## src/hdl/mtoc_pkg.sv

```systemverilog
package mtoc_pkg;

   localparam int LEVEL_W   = 4;
   localparam int COORD_W   = 16;
   localparam int DIM_W     = 16;
   localparam int OFFSET_W  = 44;
   localparam int ERR_W     = 2;
   localparam int FMT_W     = 3;
   localparam int COUNT_W   = 5;
   localparam int CSR_IDX_W = 3;
   localparam int CSR_DATA_W = 16;
   localparam int PROD_W    = 32;

   localparam int MaxLevels = 16;

   typedef enum logic [CSR_IDX_W-1:0] {
      CSR_IMAGE_WIDTH  = 3'd0,
      CSR_IMAGE_HEIGHT = 3'd1,
      CSR_TILE_SIZE    = 3'd2,
      CSR_PIXEL_FORMAT = 3'd3,
      CSR_HEADER_BYTES = 3'd4,
      CSR_LEVEL_COUNT  = 3'd5
   } csr_idx_type;

   localparam logic [FMT_W-1:0] FMT_R8    = 3'd0;
   localparam logic [FMT_W-1:0] FMT_RG8   = 3'd1;
   localparam logic [FMT_W-1:0] FMT_RGBA8 = 3'd2;
   localparam logic [FMT_W-1:0] FMT_R16   = 3'd3;
   localparam logic [FMT_W-1:0] FMT_R32F  = 3'd4;

   typedef enum logic [ERR_W-1:0] {
      ERR_OK    = 2'd0,
      ERR_LEVEL = 2'd1,
      ERR_COL   = 2'd2,
      ERR_ROW   = 2'd3
   } err_type;

   typedef enum logic [2:0] {
      MUL_COL_TS,
      MUL_ROW_TS,
      MUL_LEVEL,
      MUL_ROW_LW,
      MUL_PROD_TS,
      MUL_CTS_TH
   } mul_sel_type;

   typedef struct packed {
      logic [DIM_W-1:0]    image_width;
      logic [DIM_W-1:0]    image_height;
      logic [DIM_W-1:0]    tile_size;
      logic [FMT_W-1:0]    pixel_format;
      logic [DIM_W-1:0]    header_bytes;
      logic [COUNT_W-1:0]  level_count;
   } cfg_type;

   typedef struct packed {
      logic        load;
      logic        mul_en;
      mul_sel_type mul_sel;
      logic        cap_cts;
      logic        check;
      logic        idx_inc;
      logic        acc_en;
   } cmd_type;

   typedef struct packed {
      logic check_err;
      logic loop_done;
   } sts_type;

endpackage

```

## src/hdl/mtoc_req_if.sv

```systemverilog
interface mtoc_req_if;
   logic                                valid;
   logic                                ready;
   logic [mtoc_pkg::LEVEL_W-1:0]        level;
   logic [mtoc_pkg::COORD_W-1:0]        tile_col;
   logic [mtoc_pkg::COORD_W-1:0]        tile_row;

   modport source (output valid, output level, output tile_col, output tile_row,
                   input ready);
   modport sink   (input valid, input level, input tile_col, input tile_row,
                   output ready);
endinterface

```

## src/hdl/mtoc_rsp_if.sv

```systemverilog
interface mtoc_rsp_if;
   logic                                valid;
   logic                                ready;
   logic [mtoc_pkg::OFFSET_W-1:0]       byte_offset;
   logic [mtoc_pkg::DIM_W-1:0]          tile_w;
   logic [mtoc_pkg::DIM_W-1:0]          tile_h;
   logic [mtoc_pkg::ERR_W-1:0]          error;

   modport source (output valid, output byte_offset, output tile_w, output tile_h,
                   output error, input ready);
   modport sink   (input valid, input byte_offset, input tile_w, input tile_h,
                   input error, output ready);
endinterface

```

## src/hdl/mtoc_csr.sv

```systemverilog
module mtoc_csr (
   input  logic                              clock,
   input  logic                              reset,
   input  logic                              csr_wen,
   input  logic [mtoc_pkg::CSR_IDX_W-1:0]    csr_index,
   input  logic [mtoc_pkg::CSR_DATA_W-1:0]   csr_wdata,
   output mtoc_pkg::cfg_type                 cfg
);

   mtoc_pkg::cfg_type cfg_ff;
   mtoc_pkg::cfg_type cfg_in;

   always_comb begin
      cfg_in = cfg_ff;
      if (csr_wen) begin
         unique case (csr_index)
            mtoc_pkg::CSR_IMAGE_WIDTH:  cfg_in.image_width  = csr_wdata;
            mtoc_pkg::CSR_IMAGE_HEIGHT: cfg_in.image_height = csr_wdata;
            mtoc_pkg::CSR_TILE_SIZE:    cfg_in.tile_size    = csr_wdata;
            mtoc_pkg::CSR_PIXEL_FORMAT:
               cfg_in.pixel_format = csr_wdata[mtoc_pkg::FMT_W-1:0];
            mtoc_pkg::CSR_HEADER_BYTES: cfg_in.header_bytes = csr_wdata;
            mtoc_pkg::CSR_LEVEL_COUNT:
               cfg_in.level_count = csr_wdata[mtoc_pkg::COUNT_W-1:0];
            default: ;  // drop writes beyond the register list
         endcase
      end
   end

   always_ff @(posedge clock) begin
      if (reset) begin
         cfg_ff.image_width  <= '0;
         cfg_ff.image_height <= '0;
         cfg_ff.tile_size    <= mtoc_pkg::DIM_W'(1);
         cfg_ff.pixel_format <= mtoc_pkg::FMT_R8;
         cfg_ff.header_bytes <= '0;
         cfg_ff.level_count  <= '0;
      end else begin
         cfg_ff <= cfg_in;
      end
   end

   assign cfg = cfg_ff;

endmodule

```

## src/hdl/mtoc_datapath.sv

```systemverilog
module mtoc_datapath (
   input  logic                              clock,
   input  mtoc_pkg::cfg_type                 cfg,
   input  mtoc_pkg::cmd_type                 cmd,
   input  logic [mtoc_pkg::LEVEL_W-1:0]      req_level,
   input  logic [mtoc_pkg::COORD_W-1:0]      req_tile_col,
   input  logic [mtoc_pkg::COORD_W-1:0]      req_tile_row,
   output mtoc_pkg::sts_type                 sts,
   output logic [mtoc_pkg::OFFSET_W-1:0]     rsp_byte_offset,
   output logic [mtoc_pkg::DIM_W-1:0]        rsp_tile_w,
   output logic [mtoc_pkg::DIM_W-1:0]        rsp_tile_h,
   output logic [mtoc_pkg::ERR_W-1:0]        rsp_error
);

   localparam int LW = mtoc_pkg::LEVEL_W;
   localparam int CW = mtoc_pkg::COORD_W;
   localparam int DW = mtoc_pkg::DIM_W;
   localparam int OW = mtoc_pkg::OFFSET_W;
   localparam int PW = mtoc_pkg::PROD_W;

   logic [LW-1:0]      level_ff;
   logic [CW-1:0]      col_ff;
   logic [CW-1:0]      row_ff;
   logic [LW-1:0]      idx_ff;
   logic [LW-1:0]      idx_in;
   logic [PW-1:0]      cts_ff;
   logic [OW-1:0]      mul_ff;
   logic [OW-1:0]      mul_in;
   logic [OW-1:0]      acc_ff;
   logic [OW-1:0]      acc_in;
   mtoc_pkg::err_type  err_ff;
   mtoc_pkg::err_type  err_in;
   logic [DW-1:0]      tw_ff;
   logic [DW-1:0]      tw_in;
   logic [DW-1:0]      th_ff;
   logic [DW-1:0]      th_in;

   logic [DW-1:0]      ts_eff;
   logic [DW-1:0]      lw;
   logic [DW-1:0]      lh;
   logic [PW-1:0]      mul_a;
   logic [DW-1:0]      mul_b;
   logic [PW+DW-1:0]   prod;
   logic [OW-1:0]      scaled;
   logic [PW-1:0]      rts;
   logic               bad_lvl;
   logic               bad_col;
   logic               bad_row;
   logic               last_col;
   logic               last_row;

   // tile size zero behaves as one
   assign ts_eff = (cfg.tile_size == '0) ? DW'(1) : cfg.tile_size;
   assign lw     = cfg.image_width >> level_ff;
   assign lh     = cfg.image_height >> level_ff;

   always_comb begin
      case (cmd.mul_sel)
         mtoc_pkg::MUL_COL_TS: begin
            mul_a = PW'(col_ff);
            mul_b = ts_eff;
         end
         mtoc_pkg::MUL_ROW_TS: begin
            mul_a = PW'(row_ff);
            mul_b = ts_eff;
         end
         mtoc_pkg::MUL_LEVEL: begin
            mul_a = PW'(cfg.image_width >> idx_ff);
            mul_b = cfg.image_height >> idx_ff;
         end
         mtoc_pkg::MUL_ROW_LW: begin
            mul_a = PW'(row_ff);
            mul_b = lw;
         end
         mtoc_pkg::MUL_PROD_TS: begin
            mul_a = mul_ff[PW-1:0];
            mul_b = ts_eff;
         end
         mtoc_pkg::MUL_CTS_TH: begin
            mul_a = cts_ff;
            mul_b = th_ff;
         end
         default: begin
            mul_a = '0;
            mul_b = '0;
         end
      endcase
   end

   assign prod   = PW'(mul_a) * (PW+DW)'(mul_b) + (PW+DW)'(0);
   assign mul_in = prod[OW-1:0];

   // scale the last product by bytes per pixel; unknown formats weigh nothing
   always_comb begin
      unique case (cfg.pixel_format) inside
         mtoc_pkg::FMT_R8:                     scaled = mul_ff;
         mtoc_pkg::FMT_RG8, mtoc_pkg::FMT_R16:  scaled = mul_ff << 1;
         mtoc_pkg::FMT_RGBA8, mtoc_pkg::FMT_R32F: scaled = mul_ff << 2;
         default:                              scaled = '0;
      endcase
   end

   assign acc_in = acc_ff + scaled;
   assign idx_in = idx_ff + LW'(1);

   // a column is inside the level exactly when col * ts < level width
   assign rts      = mul_ff[PW-1:0];
   assign bad_lvl  = ({1'b0, level_ff} >= cfg.level_count) ||
                     ({1'b0, level_ff} >= mtoc_pkg::COUNT_W'(mtoc_pkg::MaxLevels));
   assign bad_col  = cts_ff >= PW'(lw);
   assign bad_row  = rts >= PW'(lh);
   assign last_col = ({1'b0, cts_ff} + (PW+1)'(ts_eff)) >= (PW+1)'(lw);
   assign last_row = ({1'b0, rts} + (PW+1)'(ts_eff)) >= (PW+1)'(lh);

   always_comb begin
      tw_in = '0;
      th_in = '0;
      if (bad_lvl) begin
         err_in = mtoc_pkg::ERR_LEVEL;
      end else if (bad_col) begin
         err_in = mtoc_pkg::ERR_COL;
      end else if (bad_row) begin
         err_in = mtoc_pkg::ERR_ROW;
      end else begin
         err_in = mtoc_pkg::ERR_OK;
         tw_in  = last_col ? (lw - cts_ff[DW-1:0]) : ts_eff;
         th_in  = last_row ? (lh - rts[DW-1:0]) : ts_eff;
      end
   end

   always_ff @(posedge clock) begin
      if (cmd.load) begin
         level_ff <= req_level;
         col_ff   <= req_tile_col;
         row_ff   <= req_tile_row;
         idx_ff   <= '0;
         acc_ff   <= OW'(cfg.header_bytes);
      end else begin
         if (cmd.idx_inc) idx_ff <= idx_in;
         if (cmd.acc_en)  acc_ff <= acc_in;
      end
      if (cmd.mul_en)  mul_ff <= mul_in;
      if (cmd.cap_cts) cts_ff <= mul_ff[PW-1:0];
      if (cmd.check) begin
         err_ff <= err_in;
         tw_ff  <= tw_in;
         th_ff  <= th_in;
      end
   end

   assign sts.check_err = (err_in != mtoc_pkg::ERR_OK);
   assign sts.loop_done = (idx_ff == level_ff);

   assign rsp_byte_offset = (err_ff == mtoc_pkg::ERR_OK) ? acc_ff : '0;
   assign rsp_tile_w      = tw_ff;
   assign rsp_tile_h      = th_ff;
   assign rsp_error       = err_ff;

endmodule

```

## src/hdl/mtoc_ctrl.sv

```systemverilog
module mtoc_ctrl (
   input  logic              clock,
   input  logic              reset,
   input  logic              req_valid,
   output logic              req_ready,
   output logic              rsp_valid,
   input  logic              rsp_ready,
   input  mtoc_pkg::sts_type sts,
   output mtoc_pkg::cmd_type cmd
);

   typedef enum logic [3:0] {
      S_IDLE,
      S_MCOL,
      S_MROW,
      S_CHECK,
      S_LVM,
      S_LVA,
      S_RTS,
      S_ADDR,
      S_ADDC,
      S_OUT
   } state_type;

   state_type state_ff;
   logic      req_ready_ff;
   logic      rsp_valid_ff;
   logic      req_accept;

   assign req_accept = req_valid && req_ready_ff;

   always_ff @(posedge clock) begin
      if (reset) begin
         state_ff     <= S_IDLE;
         req_ready_ff <= 1'b1;
         rsp_valid_ff <= 1'b0;
      end else begin
         unique case (state_ff)
            S_IDLE: begin
               if (req_accept) begin
                  state_ff     <= S_MCOL;
                  req_ready_ff <= 1'b0;
               end
            end
            S_MCOL:  state_ff <= S_MROW;
            S_MROW:  state_ff <= S_CHECK;
            S_CHECK: begin
               if (sts.check_err) begin
                  state_ff     <= S_OUT;
                  rsp_valid_ff <= 1'b1;
               end else begin
                  state_ff <= S_LVM;
               end
            end
            S_LVM:   state_ff <= sts.loop_done ? S_RTS : S_LVA;
            S_LVA:   state_ff <= S_LVM;
            S_RTS:   state_ff <= S_ADDR;
            S_ADDR:  state_ff <= S_ADDC;
            S_ADDC: begin
               state_ff     <= S_OUT;
               rsp_valid_ff <= 1'b1;
            end
            S_OUT: begin
               if (rsp_ready) begin
                  state_ff     <= S_IDLE;
                  rsp_valid_ff <= 1'b0;
                  req_ready_ff <= 1'b1;
               end
            end
            default: state_ff <= S_IDLE;
         endcase
      end
   end

   always_comb begin
      cmd         = '0;
      cmd.mul_sel = mtoc_pkg::MUL_COL_TS;
      unique case (state_ff)
         S_IDLE:  cmd.load = req_accept;
         S_MCOL: begin
            cmd.mul_en  = 1'b1;
            cmd.mul_sel = mtoc_pkg::MUL_COL_TS;
         end
         S_MROW: begin
            cmd.cap_cts = 1'b1;
            cmd.mul_en  = 1'b1;
            cmd.mul_sel = mtoc_pkg::MUL_ROW_TS;
         end
         S_CHECK: cmd.check = 1'b1;
         S_LVM: begin
            // level sizes below the request first, then the row term
            cmd.mul_en = 1'b1;
            if (sts.loop_done) begin
               cmd.mul_sel = mtoc_pkg::MUL_ROW_LW;
            end else begin
               cmd.mul_sel = mtoc_pkg::MUL_LEVEL;
               cmd.idx_inc = 1'b1;
            end
         end
         S_LVA:   cmd.acc_en = 1'b1;
         S_RTS: begin
            cmd.mul_en  = 1'b1;
            cmd.mul_sel = mtoc_pkg::MUL_PROD_TS;
         end
         S_ADDR: begin
            cmd.acc_en  = 1'b1;
            cmd.mul_en  = 1'b1;
            cmd.mul_sel = mtoc_pkg::MUL_CTS_TH;
         end
         S_ADDC:  cmd.acc_en = 1'b1;
         S_OUT:   ;
         default: ;
      endcase
   end

   assign req_ready = req_ready_ff;
   assign rsp_valid = rsp_valid_ff;

endmodule

```

## src/hdl/mip_tile_offset_calc_unit.sv

```systemverilog
// Channel    Direction  Transaction
// req_bus    in         level, tile_col, tile_row
// rsp_bus    out        byte_offset, tile_w, tile_h, error
// csr_*      in         write enable, register index, write data (no read-back)
//
// One transaction at a time. A request is answered after the walk over its lower
// levels, or straight after the checks when one fails; each lower level takes a
// multiply step and an accumulate step on the shared 32x16 multiplier.
// req_bus.ready returns in the cycle after the response transaction completes.
// Reset is synchronous; the response holds while rsp_bus.ready is low.
module mip_tile_offset_calc_unit (
   input  logic                              clock,
   input  logic                              reset,
   mtoc_req_if.sink                          req_bus,
   mtoc_rsp_if.source                        rsp_bus,
   input  logic                              csr_wen,
   input  logic [mtoc_pkg::CSR_IDX_W-1:0]    csr_index,
   input  logic [mtoc_pkg::CSR_DATA_W-1:0]   csr_wdata
);

   mtoc_pkg::cfg_type cfg;
   mtoc_pkg::cmd_type cmd;
   mtoc_pkg::sts_type sts;

   mtoc_csr u_csr (
      .clock     (clock),
      .reset     (reset),
      .csr_wen   (csr_wen),
      .csr_index (csr_index),
      .csr_wdata (csr_wdata),
      .cfg       (cfg)
   );

   mtoc_ctrl u_ctrl (
      .clock     (clock),
      .reset     (reset),
      .req_valid (req_bus.valid),
      .req_ready (req_bus.ready),
      .rsp_valid (rsp_bus.valid),
      .rsp_ready (rsp_bus.ready),
      .sts       (sts),
      .cmd       (cmd)
   );

   mtoc_datapath u_datapath (
      .clock           (clock),
      .cfg             (cfg),
      .cmd             (cmd),
      .req_level       (req_bus.level),
      .req_tile_col    (req_bus.tile_col),
      .req_tile_row    (req_bus.tile_row),
      .sts             (sts),
      .rsp_byte_offset (rsp_bus.byte_offset),
      .rsp_tile_w      (rsp_bus.tile_w),
      .rsp_tile_h      (rsp_bus.tile_h),
      .rsp_error       (rsp_bus.error)
   );

endmodule

```

## src/flat_wrapper.sv

```systemverilog
// flat-port wrapper written by rule: the top's interface ports become plain ports
module mip_tile_offset_calc_unit_flat 
  (clock, reset, csr_wen, csr_index, csr_wdata, req_bus_valid, req_bus_level, req_bus_tile_col, req_bus_tile_row, req_bus_ready, rsp_bus_valid, rsp_bus_byte_offset, rsp_bus_tile_w, rsp_bus_tile_h, rsp_bus_error, rsp_bus_ready);
  mtoc_req_if req_bus_i ();
  mtoc_rsp_if rsp_bus_i ();
  input  logic clock;
  input  logic reset;
  input  logic csr_wen;
  input  logic [mtoc_pkg::CSR_IDX_W-1:0] csr_index;
  input  logic [mtoc_pkg::CSR_DATA_W-1:0] csr_wdata;
  input wire logic [$bits(req_bus_i.valid)-1:0] req_bus_valid;
  input wire logic [$bits(req_bus_i.level)-1:0] req_bus_level;
  input wire logic [$bits(req_bus_i.tile_col)-1:0] req_bus_tile_col;
  input wire logic [$bits(req_bus_i.tile_row)-1:0] req_bus_tile_row;
  output wire logic [$bits(req_bus_i.ready)-1:0] req_bus_ready;
  output wire logic [$bits(rsp_bus_i.valid)-1:0] rsp_bus_valid;
  output wire logic [$bits(rsp_bus_i.byte_offset)-1:0] rsp_bus_byte_offset;
  output wire logic [$bits(rsp_bus_i.tile_w)-1:0] rsp_bus_tile_w;
  output wire logic [$bits(rsp_bus_i.tile_h)-1:0] rsp_bus_tile_h;
  output wire logic [$bits(rsp_bus_i.error)-1:0] rsp_bus_error;
  input wire logic [$bits(rsp_bus_i.ready)-1:0] rsp_bus_ready;
  assign req_bus_i.valid = req_bus_valid;
  assign req_bus_i.level = req_bus_level;
  assign req_bus_i.tile_col = req_bus_tile_col;
  assign req_bus_i.tile_row = req_bus_tile_row;
  assign req_bus_ready = req_bus_i.ready;
  assign rsp_bus_valid = rsp_bus_i.valid;
  assign rsp_bus_byte_offset = rsp_bus_i.byte_offset;
  assign rsp_bus_tile_w = rsp_bus_i.tile_w;
  assign rsp_bus_tile_h = rsp_bus_i.tile_h;
  assign rsp_bus_error = rsp_bus_i.error;
  assign rsp_bus_i.ready = rsp_bus_ready;
  mip_tile_offset_calc_unit u_core (.clock(clock), .reset(reset), .req_bus(req_bus_i), .rsp_bus(rsp_bus_i), .csr_wen(csr_wen), .csr_index(csr_index), .csr_wdata(csr_wdata));
endmodule
```

## config.mk

```make
export PLATFORM = sky130hd
export DESIGN_NAME = mip_tile_offset_calc_unit_flat
export DESIGN_NICKNAME = d
export VERILOG_FILES = /design/src/hdl/mtoc_pkg.sv /design/src/hdl/mtoc_req_if.sv /design/src/hdl/mtoc_rsp_if.sv /design/src/hdl/mtoc_csr.sv /design/src/hdl/mtoc_datapath.sv /design/src/hdl/mtoc_ctrl.sv /design/src/hdl/mip_tile_offset_calc_unit.sv /design/src/flat_wrapper.sv
export SDC_FILE = /design/constraint.sdc
export NUM_CORES = 2
export LEC_CHECK = 0
export ABC_CLOCK_PERIOD_IN_PS = 13000
export CAP_MARGIN = 20
export CORE_ASPECT_RATIO = 0.5
export CORE_MARGIN = 3
export CORE_UTILIZATION = 50
export DETAILED_ROUTE_END_ITERATION = 8
export DONT_BUFFER_PORTS = 1
export SLEW_MARGIN = 20
export SYNTH_ARGS = -nofsm -noshare
export SYNTH_HDL_FRONTEND = slang
export SYNTH_SLANG_ARGS = --single-unit
```

## constraint.sdc

```tcl
create_clock -name clock -period 13 [get_ports clock]
set_input_delay 2.6 -clock clock [delete_from_list [all_inputs] [get_ports clock]]
set_output_delay 2.6 -clock clock [all_outputs]
set_load 0.01 [all_outputs]
```

# Word level (Yosys, flattened, before mapping)
# Index checks and enable logic that the tools add are counted.
# op_classes
n_addsub,6
n_mul,1
div_mod_pow,0
order_cmp,5
n_eq_ne,27
shift,4
muxes,31
bitwise_logic,0
n_reduce_logical,26
# op_table
cell,n
$pmux W32 S5,1
$pmux W44 S3,1
$mux W16,5
$add A32 B16 Y33,2
$ge A33 B16 Y1,2
$ge A32 B16 Y1,2
$pmux W16 S4,1
$shr A16 B4 Y16,3
$add A44 B44 Y44,1
$mul A32 B16 Y44,1
$mux W44,1
$pmux W4 S10,1
$shr A16 B4 Y32,1
$sub A16 B16 Y16,2
$pmux W4 S5,1
$eq A3 B2 Y1 const B,6
$eq A4 B3 Y1 const B,4
$logic_not A16 Y1,1
$eq A3 B3 Y1 const B,5
$reduce_and A2 Y1,7
$mux W4,3
$mux W1,11
$eq A3 B1 Y1 const B,3
$logic_not A3 Y1,3
19 further kinds,32
# totals
register_bits,272
latch_bits,0
ramBits,0
rom_bits,0
input_bits,60
output_inout_bits,80
wordCells,120
memories,0

# Logic depth before layout (Yosys ltp)
# depth
word_depth,8
ltp_mapped,36
depth_no_buf,32

# Cells and area by module
# A second synthesis with hierarchy kept.
# unflattened
hier_cells,4244
hier_area_um2,37061.8
# modules_own_cells
mod,instances,cells_per_inst,area_per_inst_um2,seq_area_each_um2
mtoc_datapath,1,3924,33692.3,5505.3
mtoc_csr,1,260,2909.0,1441.4
mtoc_ctrl,1,60,460.4,120.1

# Worst setup path after synthesis
# No wires, ideal clock.
# synth_path
kind,flip-flop to flip-flop
startpoint,register u_core.u_ctrl.state_ff[1]
endpoint,"register u_core.u_datapath.mul_ff[43], data pin"
setup_ns,0.261
t_arrival_ns,9.175
required_ns,12.739
setup_slack_ns,3.564
path_stages_with_launch,29
path_buffers,4
period_less_slack_ns,9.436
path_cell_list,dfxtp_1 > buf_2 > nand2b_1 > nor3_1 > or2_2 > buf_2 > a221o_1 > clkbuf_1 > nand2_1 > fa_1 > inv_1 > fa_1 > fa_1 > fa_1 > fa_1 > inv_1 > fa_1 > inv_1 > ha_1 > clkbuf_1 > and4_1 > nand4_1 > o31ai_1 > o22ai_1 > a21boi_2 > o31a_1 > a31o_2 > o21ai_0 > xnor2_1
# synth_via
elab_chain_len,6
word_cells_on_any_way,17
classes_between,mul: 1; eq/ne: 10; mux: 3; reduce/logical: 3
# synth_lines
element,line,rtl
start: declaration,mtoc_ctrl.sv:25,state_type state_ff;
start signal: assignment,mtoc_ctrl.sv:55,S_LVM: state_ff <= sts.loop_done ? S_RTS : S_LVA;
"$eq A4 B3 Y1, or another cell as far along",mtoc_ctrl.sv:78,unique case (state_ff)
$pmux W4 S5 (*),mtoc_ctrl.sv:78,
"$eq A3 B3 Y1, or another cell as far along",mtoc_datapath.sv:58,case (cmd.mul_sel)
$reduce_or A3 Y1 (no line) or $reduce_or A2 Y1 (tied branches),n/a,
$pmux W16 S4 or $pmux W32 S5 (tied branches),mtoc_datapath.sv:58,
$mul A32 B16 Y44 (*),mtoc_datapath.sv:90,assign prod = PW'(mul_a) * (PW+DW)'(mul_b) + (PW+DW)'(0);
net u_core.u_datapath.prod[43],mtoc_datapath.sv:43,logic [PW+DW-1:0] prod;
end signal: assignment,mtoc_datapath.sv:142,if (cmd.mul_en) mul_ff <= mul_in;
end: declaration,mtoc_datapath.sv:27,logic [OW-1:0] mul_ff;
# The timed path passes the listed nets; every way through them passes the cells marked *.
# A chain may end at the register's enable or synchronous reset.

# Worst setup path in the final report
# layout_path
startpoint,register u_core.u_datapath.level_ff[1]
endpoint,"register u_core.u_datapath.mul_ff[33], data pin"
# layout_via
elab_chain_len,7
word_cells_on_any_way,15
classes_between,mul: 1; eq/ne: 6; shift: 1; mux: 4; reduce/logical: 3
# layout_lines
element,line,rtl
start: declaration,mtoc_datapath.sv:21,logic [LW-1:0] level_ff;
start signal: assignment,mtoc_datapath.sv:133,level_ff <= req_level;
$eq A4 B4 Y1,mtoc_datapath.sv:152,assign sts.loop_done = (idx_ff == level_ff);
$mux W1,mtoc_ctrl.sv:93,if (sts.loop_done) begin
$pmux W4 S5,mtoc_ctrl.sv:78,
"$eq A3 B3 Y1, or another cell as far along",mtoc_datapath.sv:58,
$reduce_or A3 Y1 (no line) or $reduce_or A2 Y1 (tied branches),n/a,
$pmux W16 S4 or $pmux W32 S5 (tied branches),mtoc_datapath.sv:58,
$mul A32 B16 Y44 (*),mtoc_datapath.sv:90,
net u_core.u_datapath.prod[33],mtoc_datapath.sv:43,
# Marked as above.

==> impl_metrics.json <==
{
  "synth-edff-count": 162,
  "p_leak_nw": 17.4,
  "htree_levels": 2,
  "post-route-min-period_ns": 9.56,
  "maxCapViolCount": 0,
  "cts_hold_buf": 0,
  "critical-path-max-stage-delay_ns": 0.94,
  "grt_pass1_vias": 31200,
  "rows": 70,
  "ir_drop_mv": 0.0729,
  "syn-num-nets": 5247,
  "synth_mux_area_share_pct": 3.87,
  "synthXorXnorAreaFrac_pct": 3.35,
  "drc_errors": 0,
  "slew_headroom_pct": 27.4,
  "portBuffers": 0,
  "cp_data_required_time_ns": 13.31,
  "synth_compound_area_share_pct": 16.7,
  "synth_area_sq_mm": 0.0375,
  "hold_slack_ns": 0.451,
  "rsz0062_at_grt": "false",
  "synthDistinctLibCells": 94,
  "grt_pass1_wl_um": 197000,
  "fmax_mhz": 105,
  "synth_area_per_cell_sq_um": 8.35,
  "worst_slack_ns": 3.44,
  "cts_tree": "yes",
  "crit_arrival_ns": 9.87,
  "die_w_um": 394,
  "place_area_sq_mm": 0.0385,
  "crit_fanout": 23,
  "pwr_density_cell_mw_per_mm2": 89.4,
  "ys_seq_area_share_pct": 18.8,
  "die_area_sq_mm": 0.0786,
  "finalPower_w": 0.00355,
  "place_congestion": 1.01,
  "die_h_um": 200,
  "routed_wl_um": 132000,
  "setup_violations": 0,
  "cp_slowest_cell": "o21a_1",
  "area_growth_pct": 5.71,
  "clk_pin_slew_worst_paths_ns": 0.06,
  "fin_crit_sh_pct": 73.6,
  "final_nets": 5105,
  "async_flop_share_pct": 0,
  "via_count": 32900,
  "finalMaxSlewViolations": 0,
  "hold_class": "flip-flop to flip-flop",
  "worst_pin_slew_ns": 1.09,
  "cts_resized": 0,
  "vias_per_cell": 6.11,
  "ant_nets": 0,
  "synth.ff_latch_count": 272,
  "setup-tns-final_ns": 0,
  "status": "finished, final reports clean",
  "cts.sinks": 272,
  "start_kind": "flip-flop",
  "antenna_found_initial": 3,
  "synth-main-ff-cell": "edfxtp_1",
  "grt.total_usage_pct": 33.1,
  "grt_max_degree": 78,
  "post_cts_buffers": 0,
  "end_kind": "flip-flop",
  "critPathBufInv": 5,
  "dpl.hpwl_um": 105000,
  "synth_fa_ha_area_share_pct": 31.4,
  "ios": 140,
  "avgRoutedWirePerCell_um": 24.6,
  "core_region_area_sq_mm": 0.0737,
  "synth-simple-area-share_pct": 17.2,
  "cts_buffer_depth": 3,
  "finalClockSkew_ns": 0.0238,
  "synth_top_family_by_area": "adder cells",
  "drtIter0Drc": 3919,
  "synth_cells": 4496,
  "cts_root_buf": "clkbuf_16",
  "dp_worst_setup_slack_ns": 3.64,
  "fin_area_sq_mm": 0.0397,
  "clock_latency_ns": 0.57,
  "cp_common_cell": "fa_1",
  "final_layout_size_suffix_gt1_share_pct": 5.66,
  "criticalPathCategory": "flip-flop to flip-flop",
  "drt_pass1_iterations": 8,
  "overflow": 0,
  "hold_viol_final": 0,
  "yosys_warnings": 0,
  "crit_family": "compound AO/OA/AOI/OAI gates",
  "start_util_pct": 51.0,
  "cts_buffers": 34
}
==> worst register-to-register path, delay by kind of cell (launching register included) <==
family                   cells  cell delay (ns)
AO/OA/AOI/OAI               11             3.59
XOR/XNOR                     1             0.09
adder cells (fa/ha/maj)      7             3.50
buffers and inverters        5             0.90
flip-flops                   1             0.36
multiplexers                 1             0.18
AND/OR/NAND/NOR              3             0.70
==> registers in the layout, summed over array words and instances (netlist names) <==
register                      flops
u_core.u_csr.cfg                 72
u_core.u_datapath.acc_ff         44
u_core.u_datapath.mul_ff         44
u_core.u_datapath.cts_ff         32
u_core.u_datapath.col_ff         16
u_core.u_datapath.row_ff         16
u_core.u_datapath.rsp_tile_h     16
u_core.u_datapath.rsp_tile_w     16
u_core.u_ctrl.state_ff            4
u_core.u_datapath.idx_ff          4
u_core.u_datapath.level_ff        4
u_core.u_datapath.rsp_error       2
u_core.u_ctrl.req_ready           1
u_core.u_ctrl.rsp_valid           1
==> stage by stage <==
step	util (%)	instances
after floorplan	-	4496
after global placement	52.3	5326
after detailed placement	52.3	5326
after CTS	53.9	5388
after global routing	53.9	5388
final	53.9	5390
==> report_power, final <==
| group | leakage [nW] | switching, W | total (W) | internal (W) |
|---|---|---|---|---|
| logic | 14.3 | 0.000835 | 0.00133 | 0.000493 |
| registers | 2.47 | 0.000171 | 0.00121 | 0.00103 |
| clock network | 0.572 | 0.000423 | 0.00101 | 0.000589 |
| total | 17.4 | 0.00143 | 0.00355 | 0.00212 |
==> synth_stat cells (10+ instances only) <==
cell type | number | area share [%]
o211ai_1 | 21 | 0.42
and3_1 | 17 | 0.28
mux2_2 | 19 | 0.57
xor2_1 | 43 | 1.0
a31oi_1 | 42 | 0.70
xnor2_1 | 98 | 2.3
a22oi_1 | 20 | 0.40
fa_1 | 418 | 22
a221o_1 | 13 | 0.35
o31ai_1 | 25 | 0.50
buf_1 | 26 | 0.26
nor3_1 | 52 | 0.69
o21bai_1 | 19 | 0.38
buf_2 | 47 | 0.63
o21ai_1 | 17 | 0.23
a211oi_1 | 47 | 0.94
nor2b_1 | 52 | 0.87
clkbuf_1 | 190 | 1.9
nand4_1 | 38 | 0.63
mux2i_1 | 98 | 2.6
nand2_1 | 670 | 6.7
or2_2 | 19 | 0.32
o21a_1 | 36 | 0.72
and2_1 | 94 | 1.6
mux4_2 | 11 | 0.66
ha_1 | 273 | 9.1
o22ai_1 | 16 | 0.27
a211o_1 | 11 | 0.26
dfxtp_1 | 110 | 5.9
edfxtp_1 | 162 | 13
o21ai_0 | 163 | 2.2
or3_1 | 12 | 0.20
a221oi_1 | 10 | 0.23
a22o_1 | 25 | 0.58
inv_1 | 579 | 5.8
nor2_1 | 333 | 3.3
nand3_1 | 66 | 0.88
a21oi_1 | 330 | 4.4
a222oi_1 | 21 | 0.56
nand2b_1 | 37 | 0.62
a21o_1 | 87 | 1.7
nor4_1 | 19 | 0.32
==> cells by family after synthesis <==
group	count (synthesis)
simple gates	1445
flops	272
xor+xnor	142
buf+inv	849
mux	129
compound gates	968
fa+ha+maj	691
==> path summary, 6_finish.rpt <==
kind                                                               from                                      to  slack [ns]  cells past startpoint
worst max-delay path            u_core.u_datapath.level_ff[1]$_DFFE_PP_  u_core.u_datapath.mul_ff[33]$_DFFE_PN_        3.44                     28
worst min-delay path                  u_core.u_csr.cfg[13]$_SDFFE_PP0P_       u_core.u_csr.cfg[13]$_SDFFE_PP0P_        0.45                      2
worst max register to register  u_core.u_datapath.level_ff[1]$_DFFE_PP_  u_core.u_datapath.mul_ff[33]$_DFFE_PN_        3.44                     28
worst min register to register        u_core.u_csr.cfg[13]$_SDFFE_PP0P_       u_core.u_csr.cfg[13]$_SDFFE_PP0P_        0.45                      2
==> final cells by class <==
cell class              count  area (sq um)
clock inverters            19           205
well taps                1008          1260
fillers                  6888         34000
clock buffers              43           957
flip-flops and latches    272          7070
multi-input cells        3375         27300
diodes                      2          5.00
inverters                 581          2180
repair buffers             90           676
==> metal layers <==
| metal | GRT usage (%) | vias up | part of all wire [%] |
|---|---|---|---|
| met5 | 0 | - | 0 |
| met4 | 10.2 | 0 | 3.0 |
| met3 | 6.85 | 234 | 11 |
| met2 | 49.1 | 1638 | 42 |
| met1 | 48.7 | 16300 | 44 |
| li1 | - | 14700 | - |
==> layout by cell type (no fill, tap or decap), types with 37 or more instances in the layout <==
cell | synthesis | layout
a211oi_1 | 47 | 46
a21o_1 | 87 | 87
a21oi_1 | 330 | 329
a31oi_1 | 42 | 42
and2_1 | 94 | 94
buf_4 | 1 | 90
dfxtp_1 | 110 | 107
edfxtp_1 | 162 | 162
fa_1 | 418 | 418
ha_1 | 273 | 273
inv_1 | 579 | 578
mux2i_1 | 98 | 98
nand2_1 | 670 | 670
nand2b_1 | 37 | 37
nand3_1 | 66 | 66
nand4_1 | 38 | 38
nor2_1 | 333 | 330
nor2b_1 | 52 | 51
nor3_1 | 52 | 50
o21ai_0 | 163 | 156
xnor2_1 | 98 | 98
xor2_1 | 43 | 43
(Power assumes the default switching activity.)
